==> config.mk <==
export PLATFORM = sky130hd
export DESIGN_NAME = pid_setpoint_adjuster
export DESIGN_NICKNAME = d
export VERILOG_FILES = /design/src/rtl/psa_pkg.sv /design/src/rtl/pid_setpoint_adjuster.sv /design/src/rtl/psa_digit_mult.sv
export SDC_FILE = /design/constraint.sdc
export NUM_CORES = 2
export LEC_CHECK = 0
export ABC_AREA = 1
export BUFFER_PORTS_ARGS = -buffer_cell sky130_fd_sc_hd__buf_2
export CAP_MARGIN = 20
export CORE_MARGIN = 10
export CORE_UTILIZATION = 54
export DETAILED_ROUTE_END_ITERATION = 12
export PLACE_DENSITY = 0.7
export SYNTH_ARGS = -nofsm -noshare
export SYNTH_HDL_FRONTEND = slang
export SYNTH_SLANG_ARGS = --single-unit
==> constraint.sdc <==
create_clock -name i_clk -period 10.1 [get_ports i_clk]
set_clock_uncertainty 0.15 [all_clocks]
set_input_delay 2.02 -clock i_clk [delete_from_list [all_inputs] [get_ports i_clk]]
set_output_delay 2.02 -clock i_clk [all_outputs]
set_load 0.01 [all_outputs]
==> src/rtl/psa_pkg.sv <==
package psa_pkg;

    // Widths of the stream fields and of the configuration port.
    localparam int FIELD_W        = 32;
    localparam int CFG_ADDR_W     = 3;
    localparam int DATA_WIDTH_DEF = 32;

    // Digit-serial multiplier geometry: a signed multiplicand of up to 48 bits
    // times a 32-bit multiplier, retired four bits per cycle.
    localparam int DIGIT_W = 4;
    localparam int MULT_W  = 32;
    localparam int MCAND_W = 48;

    // 1.0 in unsigned Q15.16.
    localparam logic [30:0] ONE_Q16 = 31'd65536;

    // Configuration register indexes.
    typedef enum logic [CFG_ADDR_W-1:0] {
        CFG_TARGET     = 3'd0,
        CFG_BASE       = 3'd1,
        CFG_STEP       = 3'd2,
        CFG_INV_STEP   = 3'd3,
        CFG_INV_INTEG  = 3'd4,
        CFG_DERIV_TIME = 3'd5,
        CFG_SCALE      = 3'd6
    } t_cfg_addr;

    // Clamp a signed value to the range of a w-bit signed number.
    function automatic logic signed [63:0] sat_signed(input logic signed [63:0] v,
                                                      input int w);
        logic signed [63:0] hi;
        logic signed [63:0] lo;
        hi = (64'sd1 <<< (w - 1)) - 64'sd1;
        lo = -hi - 64'sd1;
        if (v > hi) begin
            return hi;
        end else if (v < lo) begin
            return lo;
        end else begin
            return v;
        end
    endfunction

endpackage

==> src/rtl/pid_setpoint_adjuster.sv <==
// Each accepted input transaction runs three multiply passes (start, eight 4-bit
// digit steps, done), a sum state and an output state before its result is valid;
// no new input is taken until the sequencer is back in idle. A result held by
// m_axis_tready stalls the next transaction in its output state.
// Reset (synchronous, active low): step, reciprocal, time and scale registers
// go to 1.0, target and base to 0, integral and previous error are cleared.
module pid_setpoint_adjuster #(
    parameter int DATA_WIDTH = psa_pkg::DATA_WIDTH_DEF
) (
    input  logic                                i_clk,
    input  logic                                i_rst_n,
    // tdata: measured_value [31:0]
    input  logic                                s_axis_tvalid,
    output logic                                s_axis_tready,
    input  logic [psa_pkg::FIELD_W-1:0]         s_axis_tdata,
    // tdata: new_setting [31:0], control_value [63:32]
    output logic                                m_axis_tvalid,
    input  logic                                m_axis_tready,
    output logic [2*psa_pkg::FIELD_W-1:0]       m_axis_tdata,
    input  logic                                i_cfg_we,
    input  logic [psa_pkg::CFG_ADDR_W-1:0]      i_cfg_addr,
    input  logic [psa_pkg::FIELD_W-1:0]         i_cfg_wdata
);

    localparam int SAT_W = (DATA_WIDTH < 32) ? DATA_WIDTH : 32;
    localparam int PROD_W = psa_pkg::MCAND_W + psa_pkg::MULT_W;

    typedef enum logic [3:0] {
        S_IDLE,
        S_START1,
        S_MUL1,
        S_START2,
        S_MUL2,
        S_SUM,
        S_START3,
        S_MUL3,
        S_SET
    } t_state;

    t_state r_state;
    logic   r_out_valid;

    // Configuration registers.
    logic signed [31:0] r_target;
    logic signed [31:0] r_base;
    logic [30:0]        r_step;
    logic [30:0]        r_inv_step;
    logic [30:0]        r_inv_integ;
    logic [30:0]        r_deriv_time;
    logic [31:0]        r_scale;

    // Controller state.
    logic signed [47:0] r_integral;
    logic signed [31:0] r_prev;

    // Per-transaction working registers.
    logic signed [31:0] r_err;
    logic signed [31:0] r_deriv;
    logic signed [62:0] r_ti;
    logic signed [46:0] r_td;
    logic signed [31:0] r_control;
    logic [2*psa_pkg::FIELD_W-1:0] r_out_data;

    logic w_in_accept;
    logic w_out_free;
    logic w_both_done;

    logic signed [31:0] w_meas;
    logic signed [32:0] w_err_full;
    logic signed [32:0] w_sum;
    logic signed [32:0] w_diff;
    logic signed [47:0] w_inc;
    logic signed [48:0] w_integ_full;
    logic signed [63:0] w_deriv_wide;
    logic signed [63:0] w_ctl_full;
    logic signed [47:0] w_scaled;
    logic signed [63:0] w_set_full;

    logic signed [31:0] n_err;
    logic signed [47:0] n_integral;
    logic signed [31:0] n_deriv;
    logic signed [31:0] n_control;
    logic signed [31:0] n_setting;

    logic                                 u0_start;
    logic signed [psa_pkg::MCAND_W-1:0]   u0_mcand;
    logic [psa_pkg::MULT_W-1:0]           u0_mult;
    logic                                 u0_done;
    logic signed [PROD_W-1:0]             w_p0;
    logic                                 u1_start;
    logic signed [psa_pkg::MCAND_W-1:0]   u1_mcand;
    logic [psa_pkg::MULT_W-1:0]           u1_mult;
    logic                                 u1_done;
    logic signed [PROD_W-1:0]             w_p1;

    assign s_axis_tready = (r_state == S_IDLE);
    assign m_axis_tvalid = r_out_valid;
    assign m_axis_tdata  = r_out_data;
    assign w_in_accept   = s_axis_tvalid && s_axis_tready;
    assign w_out_free    = !r_out_valid || m_axis_tready;
    assign w_both_done   = u0_done && u1_done;

    // Error, integral, derivative, control and setting arithmetic.
    always_comb begin
        w_meas       = $signed(s_axis_tdata);
        w_err_full   = 33'(r_target) - 33'(w_meas);
        n_err        = 32'(psa_pkg::sat_signed(64'(w_err_full), SAT_W));

        w_sum        = 33'(r_prev) + 33'(r_err);
        w_diff       = 33'(r_err) - 33'(r_prev);

        // Trapezoid step: the product is shifted by 17 to fold in the halving.
        w_inc        = $signed(w_p0[64:17]);
        w_integ_full = 49'(r_integral) + 49'(w_inc);
        n_integral   = 48'(psa_pkg::sat_signed(64'(w_integ_full), 48));

        w_deriv_wide = $signed(w_p1[79:16]);
        n_deriv      = 32'(psa_pkg::sat_signed(w_deriv_wide, 32));

        w_ctl_full   = 64'(r_err) + 64'(r_ti) + 64'(r_td);
        n_control    = 32'(psa_pkg::sat_signed(w_ctl_full, SAT_W));

        w_scaled     = $signed(w_p0[63:16]);
        w_set_full   = 64'(r_base) + 64'(w_scaled);
        n_setting    = 32'(psa_pkg::sat_signed(w_set_full, SAT_W));
    end

    // Operand selection for the two multipliers in each pass.
    always_comb begin
        u0_start = (r_state == S_START1) || (r_state == S_START2) || (r_state == S_START3);
        u1_start = (r_state == S_START1) || (r_state == S_START2);
        unique case (r_state)
            S_START2: begin
                u0_mcand = r_integral;
                u0_mult  = {1'b0, r_inv_integ};
                u1_mcand = 48'(r_deriv);
                u1_mult  = {1'b0, r_deriv_time};
            end
            S_START3: begin
                u0_mcand = 48'(r_control);
                u0_mult  = r_scale;
                u1_mcand = 48'(w_diff);
                u1_mult  = {1'b0, r_inv_step};
            end
            default: begin
                u0_mcand = 48'(w_sum);
                u0_mult  = {1'b0, r_step};
                u1_mcand = 48'(w_diff);
                u1_mult  = {1'b0, r_inv_step};
            end
        endcase
    end

    psa_digit_mult #(
        .MCAND_W (psa_pkg::MCAND_W),
        .MULT_W  (psa_pkg::MULT_W),
        .DIGIT_W (psa_pkg::DIGIT_W)
    ) u_mult0 (
        .i_clk     (i_clk),
        .i_rst_n   (i_rst_n),
        .i_start   (u0_start),
        .i_mcand   (u0_mcand),
        .i_mult    (u0_mult),
        .o_done    (u0_done),
        .o_product (w_p0)
    );

    psa_digit_mult #(
        .MCAND_W (psa_pkg::MCAND_W),
        .MULT_W  (psa_pkg::MULT_W),
        .DIGIT_W (psa_pkg::DIGIT_W)
    ) u_mult1 (
        .i_clk     (i_clk),
        .i_rst_n   (i_rst_n),
        .i_start   (u1_start),
        .i_mcand   (u1_mcand),
        .i_mult    (u1_mult),
        .o_done    (u1_done),
        .o_product (w_p1)
    );

    // Sequencer, configuration registers, controller state and output valid.
    always_ff @(posedge i_clk) begin
        if (!i_rst_n) begin
            r_state      <= S_IDLE;
            r_out_valid  <= 1'b0;
            r_target     <= '0;
            r_base       <= '0;
            r_step       <= psa_pkg::ONE_Q16;
            r_inv_step   <= psa_pkg::ONE_Q16;
            r_inv_integ  <= psa_pkg::ONE_Q16;
            r_deriv_time <= psa_pkg::ONE_Q16;
            r_scale      <= 32'(psa_pkg::ONE_Q16);
            r_integral   <= '0;
            r_prev       <= '0;
        end else begin
            if (i_cfg_we) begin
                unique case (i_cfg_addr)
                    psa_pkg::CFG_TARGET:     r_target     <= $signed(i_cfg_wdata);
                    psa_pkg::CFG_BASE:       r_base       <= $signed(i_cfg_wdata);
                    psa_pkg::CFG_STEP:       r_step       <= i_cfg_wdata[30:0];
                    psa_pkg::CFG_INV_STEP:   r_inv_step   <= i_cfg_wdata[30:0];
                    psa_pkg::CFG_INV_INTEG:  r_inv_integ  <= i_cfg_wdata[30:0];
                    psa_pkg::CFG_DERIV_TIME: r_deriv_time <= i_cfg_wdata[30:0];
                    psa_pkg::CFG_SCALE:      r_scale      <= i_cfg_wdata;
                    default: begin
                    end
                endcase
            end

            // A new result takes the output register, otherwise a taken one leaves it.
            if ((r_state == S_SET) && w_out_free) begin
                r_out_valid <= 1'b1;
            end else if (m_axis_tvalid && m_axis_tready) begin
                r_out_valid <= 1'b0;
            end

            unique case (r_state)
                S_IDLE: begin
                    if (s_axis_tvalid) begin
                        r_state <= S_START1;
                    end
                end
                S_START1: r_state <= S_MUL1;
                S_MUL1: begin
                    if (w_both_done) begin
                        r_integral <= n_integral;
                        r_state    <= S_START2;
                    end
                end
                S_START2: r_state <= S_MUL2;
                S_MUL2: begin
                    if (w_both_done) begin
                        r_state <= S_SUM;
                    end
                end
                S_SUM: begin
                    r_prev  <= r_err;
                    r_state <= S_START3;
                end
                S_START3: r_state <= S_MUL3;
                S_MUL3: begin
                    if (u0_done) begin
                        r_state <= S_SET;
                    end
                end
                S_SET: begin
                    if (w_out_free) begin
                        r_state <= S_IDLE;
                    end
                end
                default: r_state <= S_IDLE;
            endcase
        end
    end

    // Working registers of the transaction in flight.
    always_ff @(posedge i_clk) begin
        if (w_in_accept) begin
            r_err <= n_err;
        end
        if ((r_state == S_MUL1) && w_both_done) begin
            r_deriv <= n_deriv;
        end
        if ((r_state == S_MUL2) && w_both_done) begin
            r_ti <= $signed(w_p0[78:16]);
            r_td <= $signed(w_p1[62:16]);
        end
        if (r_state == S_SUM) begin
            r_control <= n_control;
        end
        if ((r_state == S_SET) && w_out_free) begin
            r_out_data <= {r_control, n_setting};
        end
    end

endmodule

==> src/rtl/psa_digit_mult.sv <==
// Radix-2^DIGIT_W serial-parallel multiplier. The multiplicand is held in
// parallel, the multiplier is shifted out one digit per cycle, and the partial
// product shifts right into the multiplier register. The top digit of the
// multiplier is taken as signed, so the multiplier is a two's complement value.
module psa_digit_mult #(
    parameter int MCAND_W = psa_pkg::MCAND_W,
    parameter int MULT_W  = psa_pkg::MULT_W,
    parameter int DIGIT_W = psa_pkg::DIGIT_W
) (
    input  logic                              i_clk,
    input  logic                              i_rst_n,
    input  logic                              i_start,
    input  logic signed [MCAND_W-1:0]         i_mcand,
    input  logic        [MULT_W-1:0]          i_mult,
    output logic                              o_done,
    output logic signed [MCAND_W+MULT_W-1:0]  o_product
);

    localparam int NDIG  = MULT_W / DIGIT_W;
    localparam int CNT_W = (NDIG > 1) ? $clog2(NDIG) : 1;
    localparam int HI_W  = MCAND_W + DIGIT_W + 1;

    logic                     r_busy;
    logic                     r_done;
    logic [CNT_W-1:0]         r_cnt;
    logic signed [MCAND_W-1:0] r_mcand;
    logic signed [HI_W-1:0]   r_hi;
    logic [MULT_W-1:0]        r_lo;

    logic                     w_last;
    logic signed [DIGIT_W:0]  w_digit;
    logic signed [HI_W-1:0]   w_pp;
    logic signed [HI_W-1:0]   w_partial;
    logic signed [HI_W-1:0]   n_hi;
    logic [MULT_W-1:0]        n_lo;

    // One digit step: add the digit multiple, then shift the pair right.
    always_comb begin
        w_last    = (r_cnt == CNT_W'(NDIG - 1));
        w_digit   = $signed({w_last & r_lo[DIGIT_W-1], r_lo[DIGIT_W-1:0]});
        w_pp      = HI_W'(r_mcand) * HI_W'(w_digit);
        w_partial = r_hi + w_pp;
        n_hi      = w_partial >>> DIGIT_W;
        n_lo      = {w_partial[DIGIT_W-1:0], r_lo[MULT_W-1:DIGIT_W]};
    end

    // Sequencing of the digit steps.
    always_ff @(posedge i_clk) begin
        if (!i_rst_n) begin
            r_busy <= 1'b0;
            r_done <= 1'b0;
            r_cnt  <= '0;
        end else begin
            r_done <= !i_start && r_busy && w_last;
            if (i_start) begin
                r_busy <= 1'b1;
                r_cnt  <= '0;
            end else if (r_busy) begin
                r_cnt <= r_cnt + CNT_W'(1);
                if (w_last) begin
                    r_busy <= 1'b0;
                end
            end
        end
    end

    // Operand and partial product registers.
    always_ff @(posedge i_clk) begin
        if (i_start) begin
            r_mcand <= i_mcand;
            r_hi    <= '0;
            r_lo    <= i_mult;
        end else if (r_busy) begin
            r_hi <= n_hi;
            r_lo <= n_lo;
        end
    end

    assign o_done    = r_done;
    assign o_product = $signed({r_hi[MCAND_W-1:0], r_lo});

endmodule

==> impl_metrics.py <==
metrics = {
    "worst_setup_path": {
        "cp.required_ns": 10.58,
        "path_max_fanout": 49,
        "end_kind": "flop",
        "critical_path_arrival_ns": 6.66,
        "start_kind": "flop",
        "slowest_delay_ns": 0.54,
        "path_cells": "buf_4, nand2_1, buf_4, or2_2, fa_1, fa_1, fa_1, inv_1, fa_1, inv_1, fa_1, inv_1, nand3_1, nand2_1, a21o_1, a21oi_1, o21ai_0, nand3_1, nand2_1, nand2_1, nand3_1, nand2_1",
        "crit_type": "flop to flop",
        "cp_slowest_cell": "fa_1",
    },
    "synthesis": {
        "synth-simple-area-share_pct": 22.8,
        "syn_nets": 10391,
        "netlist.area_leader.share_pct": 18.0,
        "synth-main-ff-cell": "edfxtp_1",
        "ys_top_cells_by_area": "edfxtp_1, fa_1, nand2_1",
        "synth_area_leader_cell": "edfxtp_1",
        "synth_seq_cells": 828,
        "synthAdderAreaFrac_pct": 21.0,
        "synth_top_family_by_area": "simple AND/OR/NAND/NOR gates",
        "synth_mux_area_share_pct": 0,
        "synth_edf_count": 415,
        "synth-async-reset-ratio_pct": 0,
        "synth-compound-area-share_pct": 12.9,
        "ys_seq_area_share_pct": 29.9,
        "yosysWarnings": 0,
        "syn_area_um2": 69400,
        "synth_xor_area_share_pct": 2.60,
        "synth_cell_types": 62,
        "syn_avg_cell_area_um2": 7.37,
        "synth_cells": 9415,
    },
    "floorplan": {
        "die-area_um2": 143000,
        "chipWidth_um": 378,
        "rows": 131,
        "num_io_pins": 138,
        "core_um2": 128000,
        "initial_utilization_pct": 54.3,
        "die_h_um": 378,
    },
    "route": {
        "vias": 63658,
        "drtIter0Drc": 6211,
        "wl_mm": 247,
        "wire_per_inst_um": 22.0,
        "drtAntennaViolNets": 0,
        "drt_first_pass_iters": 7,
        "drc": 0,
        "via_per_inst": 5.68,
    },
    "sta": {
        "slew_headroom_pct": 27.6,
        "slew_violations": 0,
        "fmax_mhz": 162,
        "rsz0062_at_grt": "false",
        "fin_crit_sh_pct": 61.2,
        "hold_viol": 0,
        "period_minus_slack_ns": 6.18,
        "fin_setup_tns_ns": 0,
        "setup_violations": 0,
        "worst_slew_pin_slew_ns": 1.09,
    },
    "placement": {
        "dpl.hpwl_mm": 198,
        "gp_congestion": 1.02,
        "portBuffers": 137,
    },
    "clocking": {
        "clockBufferDepth": 3,
        "clk_pin_slew_worst_paths_ns": 0.07,
        "clkLatencyLatePin_ns": 0.75,
        "cts_setup_buffers": 0,
        "cts_resized": 0,
        "numCtsBuffers": 95,
        "h-tree-depth": 3,
        "clkSinkCount": 828,
        "cts_tree": "yes",
        "clockRootBuffer": "clkbuf_16",
        "postCtsHoldBufs": 0,
    },
    "worst_hold_path": {
        "hp-class": "flop to flop",
    },
    "grt": {
        "grt_max_degree": 255,
        "first_global_vias": 61537,
        "grt_pass1_wl_mm": 373,
        "grt.total_usage_pct": 33.9,
        "grt_overflow": 0,
        "antenna_found_initial": 10,
    },
    "cells_and_area": {
        "drive_gt1_share_pct": 5.61,
        "areaGrowthSynthToFinish_pct": 8.26,
        "final_nets": 10438,
        "nFillCells": 12143,
    },
    "status": {
        "status": "finished, final reports clean",
    },
    "run": {
        "cap_violations": 0,
    },
}
==> layout make-up <==
cell class / instances / area [µm²] / share of cell area, %
Tap cell: 1662 / 2080 / 2.77
Clock inverter: 60 / 704 / 0.938
Inverter: 1698 / 6370 / 8.48
Clock buffer: 120 / 2590 / 3.45
Sequential cell: 828 / 20700 / 27.6
Multi-Input combinational cell: 6632 / 41300 / 55.0
Timing Repair Buffer: 207 / 1350 / 1.80
Antenna cell: 2 / 5.00 / 0.00666
==> through the flow <==
step	setup slack, ns	util (%)	area (µm²)	cells	hold slack (ns)
detailed placement	3.95	56.2	71700	11024	0.292
finish	3.92	58.8	75100	11209	0.307
CTS	3.93	58.8	75000	11204	0.306
global placement	4.06	56.1	71700	11021	0.283
global route	3.47	58.8	75100	11207	0.316
floorplan	1.18	-	69400	9415	0.274
==> final timing paths <==
| check | from | to | slack [ns] | cells after the start |
|---|---|---|---|---|
| worst max-delay path | u_mult0.r_lo[3]$_DFFE_PP_ | u_mult0.r_hi[47]$_SDFFE_PN0P_ | 3.92 | 22 |
| worst min-delay path | r_scale[12]$_SDFFE_PN0P_ | r_scale[12]$_SDFFE_PN0P_ | 0.31 | 2 |
| worst max register to register | u_mult0.r_lo[3]$_DFFE_PP_ | u_mult0.r_hi[47]$_SDFFE_PN0P_ | 3.92 | 22 |
| worst min register to register | r_scale[12]$_SDFFE_PN0P_ | r_scale[12]$_SDFFE_PN0P_ | 0.31 | 2 |
==> flip-flops by register name, indices dropped and copies added (netlist names), 33 cells and up <==
register / cells
u_mult0.r_hi: 49
u_mult1.r_hi: 49
r_integral: 48
r_td: 47
r_ti: 63
u_mult1.r_mcand: 33
m_axis_tdata: 64
u_mult0.r_mcand: 48
==> placed cells by master (no fill, tap or decap), types with 12 or more instances in the layout <==
cell / n
edfxtp_1: 415
nand2_2: 23
or2_2: 29
clkbuf_1: 14
clkinv_2: 17
nor4_1: 34
nand2_1: 2233
xor2_1: 134
a221oi_1: 31
o21bai_1: 42
nand3_2: 14
nor2_2: 27
clkbuf_16: 96
o21a_1: 19
dfxtp_1: 413
buf_2: 136
inv_1: 1685
ha_1: 467
a31oi_1: 75
nand4_1: 83
a21oi_2: 33
o21ai_0: 746
nor2_4: 13
nor2_1: 1088
a21o_1: 38
nand3_1: 287
buf_4: 62
a21oi_1: 514
fa_1: 437
a21boi_0: 13
xnor2_1: 72
o211ai_1: 21
clkinv_1: 12
nor3_1: 56
==> per-layer routing <==
metal | wire length [µm] | track usage [%]
met2 | 106000 | 51.6
met5 | 46 | 0
met1 | 106000 | 47.0
met3 | 22700 | 6.18
met4 | 11800 | 14.7
==> cell usage after synthesis (13+ instances only) <==
library cell,n
inv_1,1687
o21a_1,19
or2_2,29
a31oi_1,75
a21o_1,38
nand3_2,14
a21boi_0,13
clkbuf_1,213
ha_1,467
o211ai_1,21
nor4_1,35
edfxtp_1,415
xnor2_1,72
nand2_2,23
nor2_1,1101
fa_1,437
a21oi_2,33
a221oi_1,31
o21ai_0,746
nor3_1,59
nand4_1,83
nor2_2,25
nand3_1,287
a21oi_1,514
nand2_1,2233
buf_6,15
dfxtp_1,413
o21bai_1,42
xor2_1,134
==> worst max-delay path, delay by kind of cell, from the launching register on <==
kind / cells / cell delay (ns)
AOI/OAI and AO/OA: 3 / 0.69
adders and majority gates: 5 / 2.59
buffers and inverters: 5 / 1.09
DFF: 1 / 0.32
and+or+nand+nor: 9 / 1.20
==> logic make-up after synthesis <==
group                      count (synthesis)
DFF                                      828
xor gates and xnor gates                 206
adders and majority gates                904
and+or+nand+nor                         3919
AOI/OAI and AO/OA                       1603
buffers and inverters                   1955
Power is left out: the tool's default activity adds up to more than one toggle a clock period on the data nets, which glitch-free logic cannot reach.
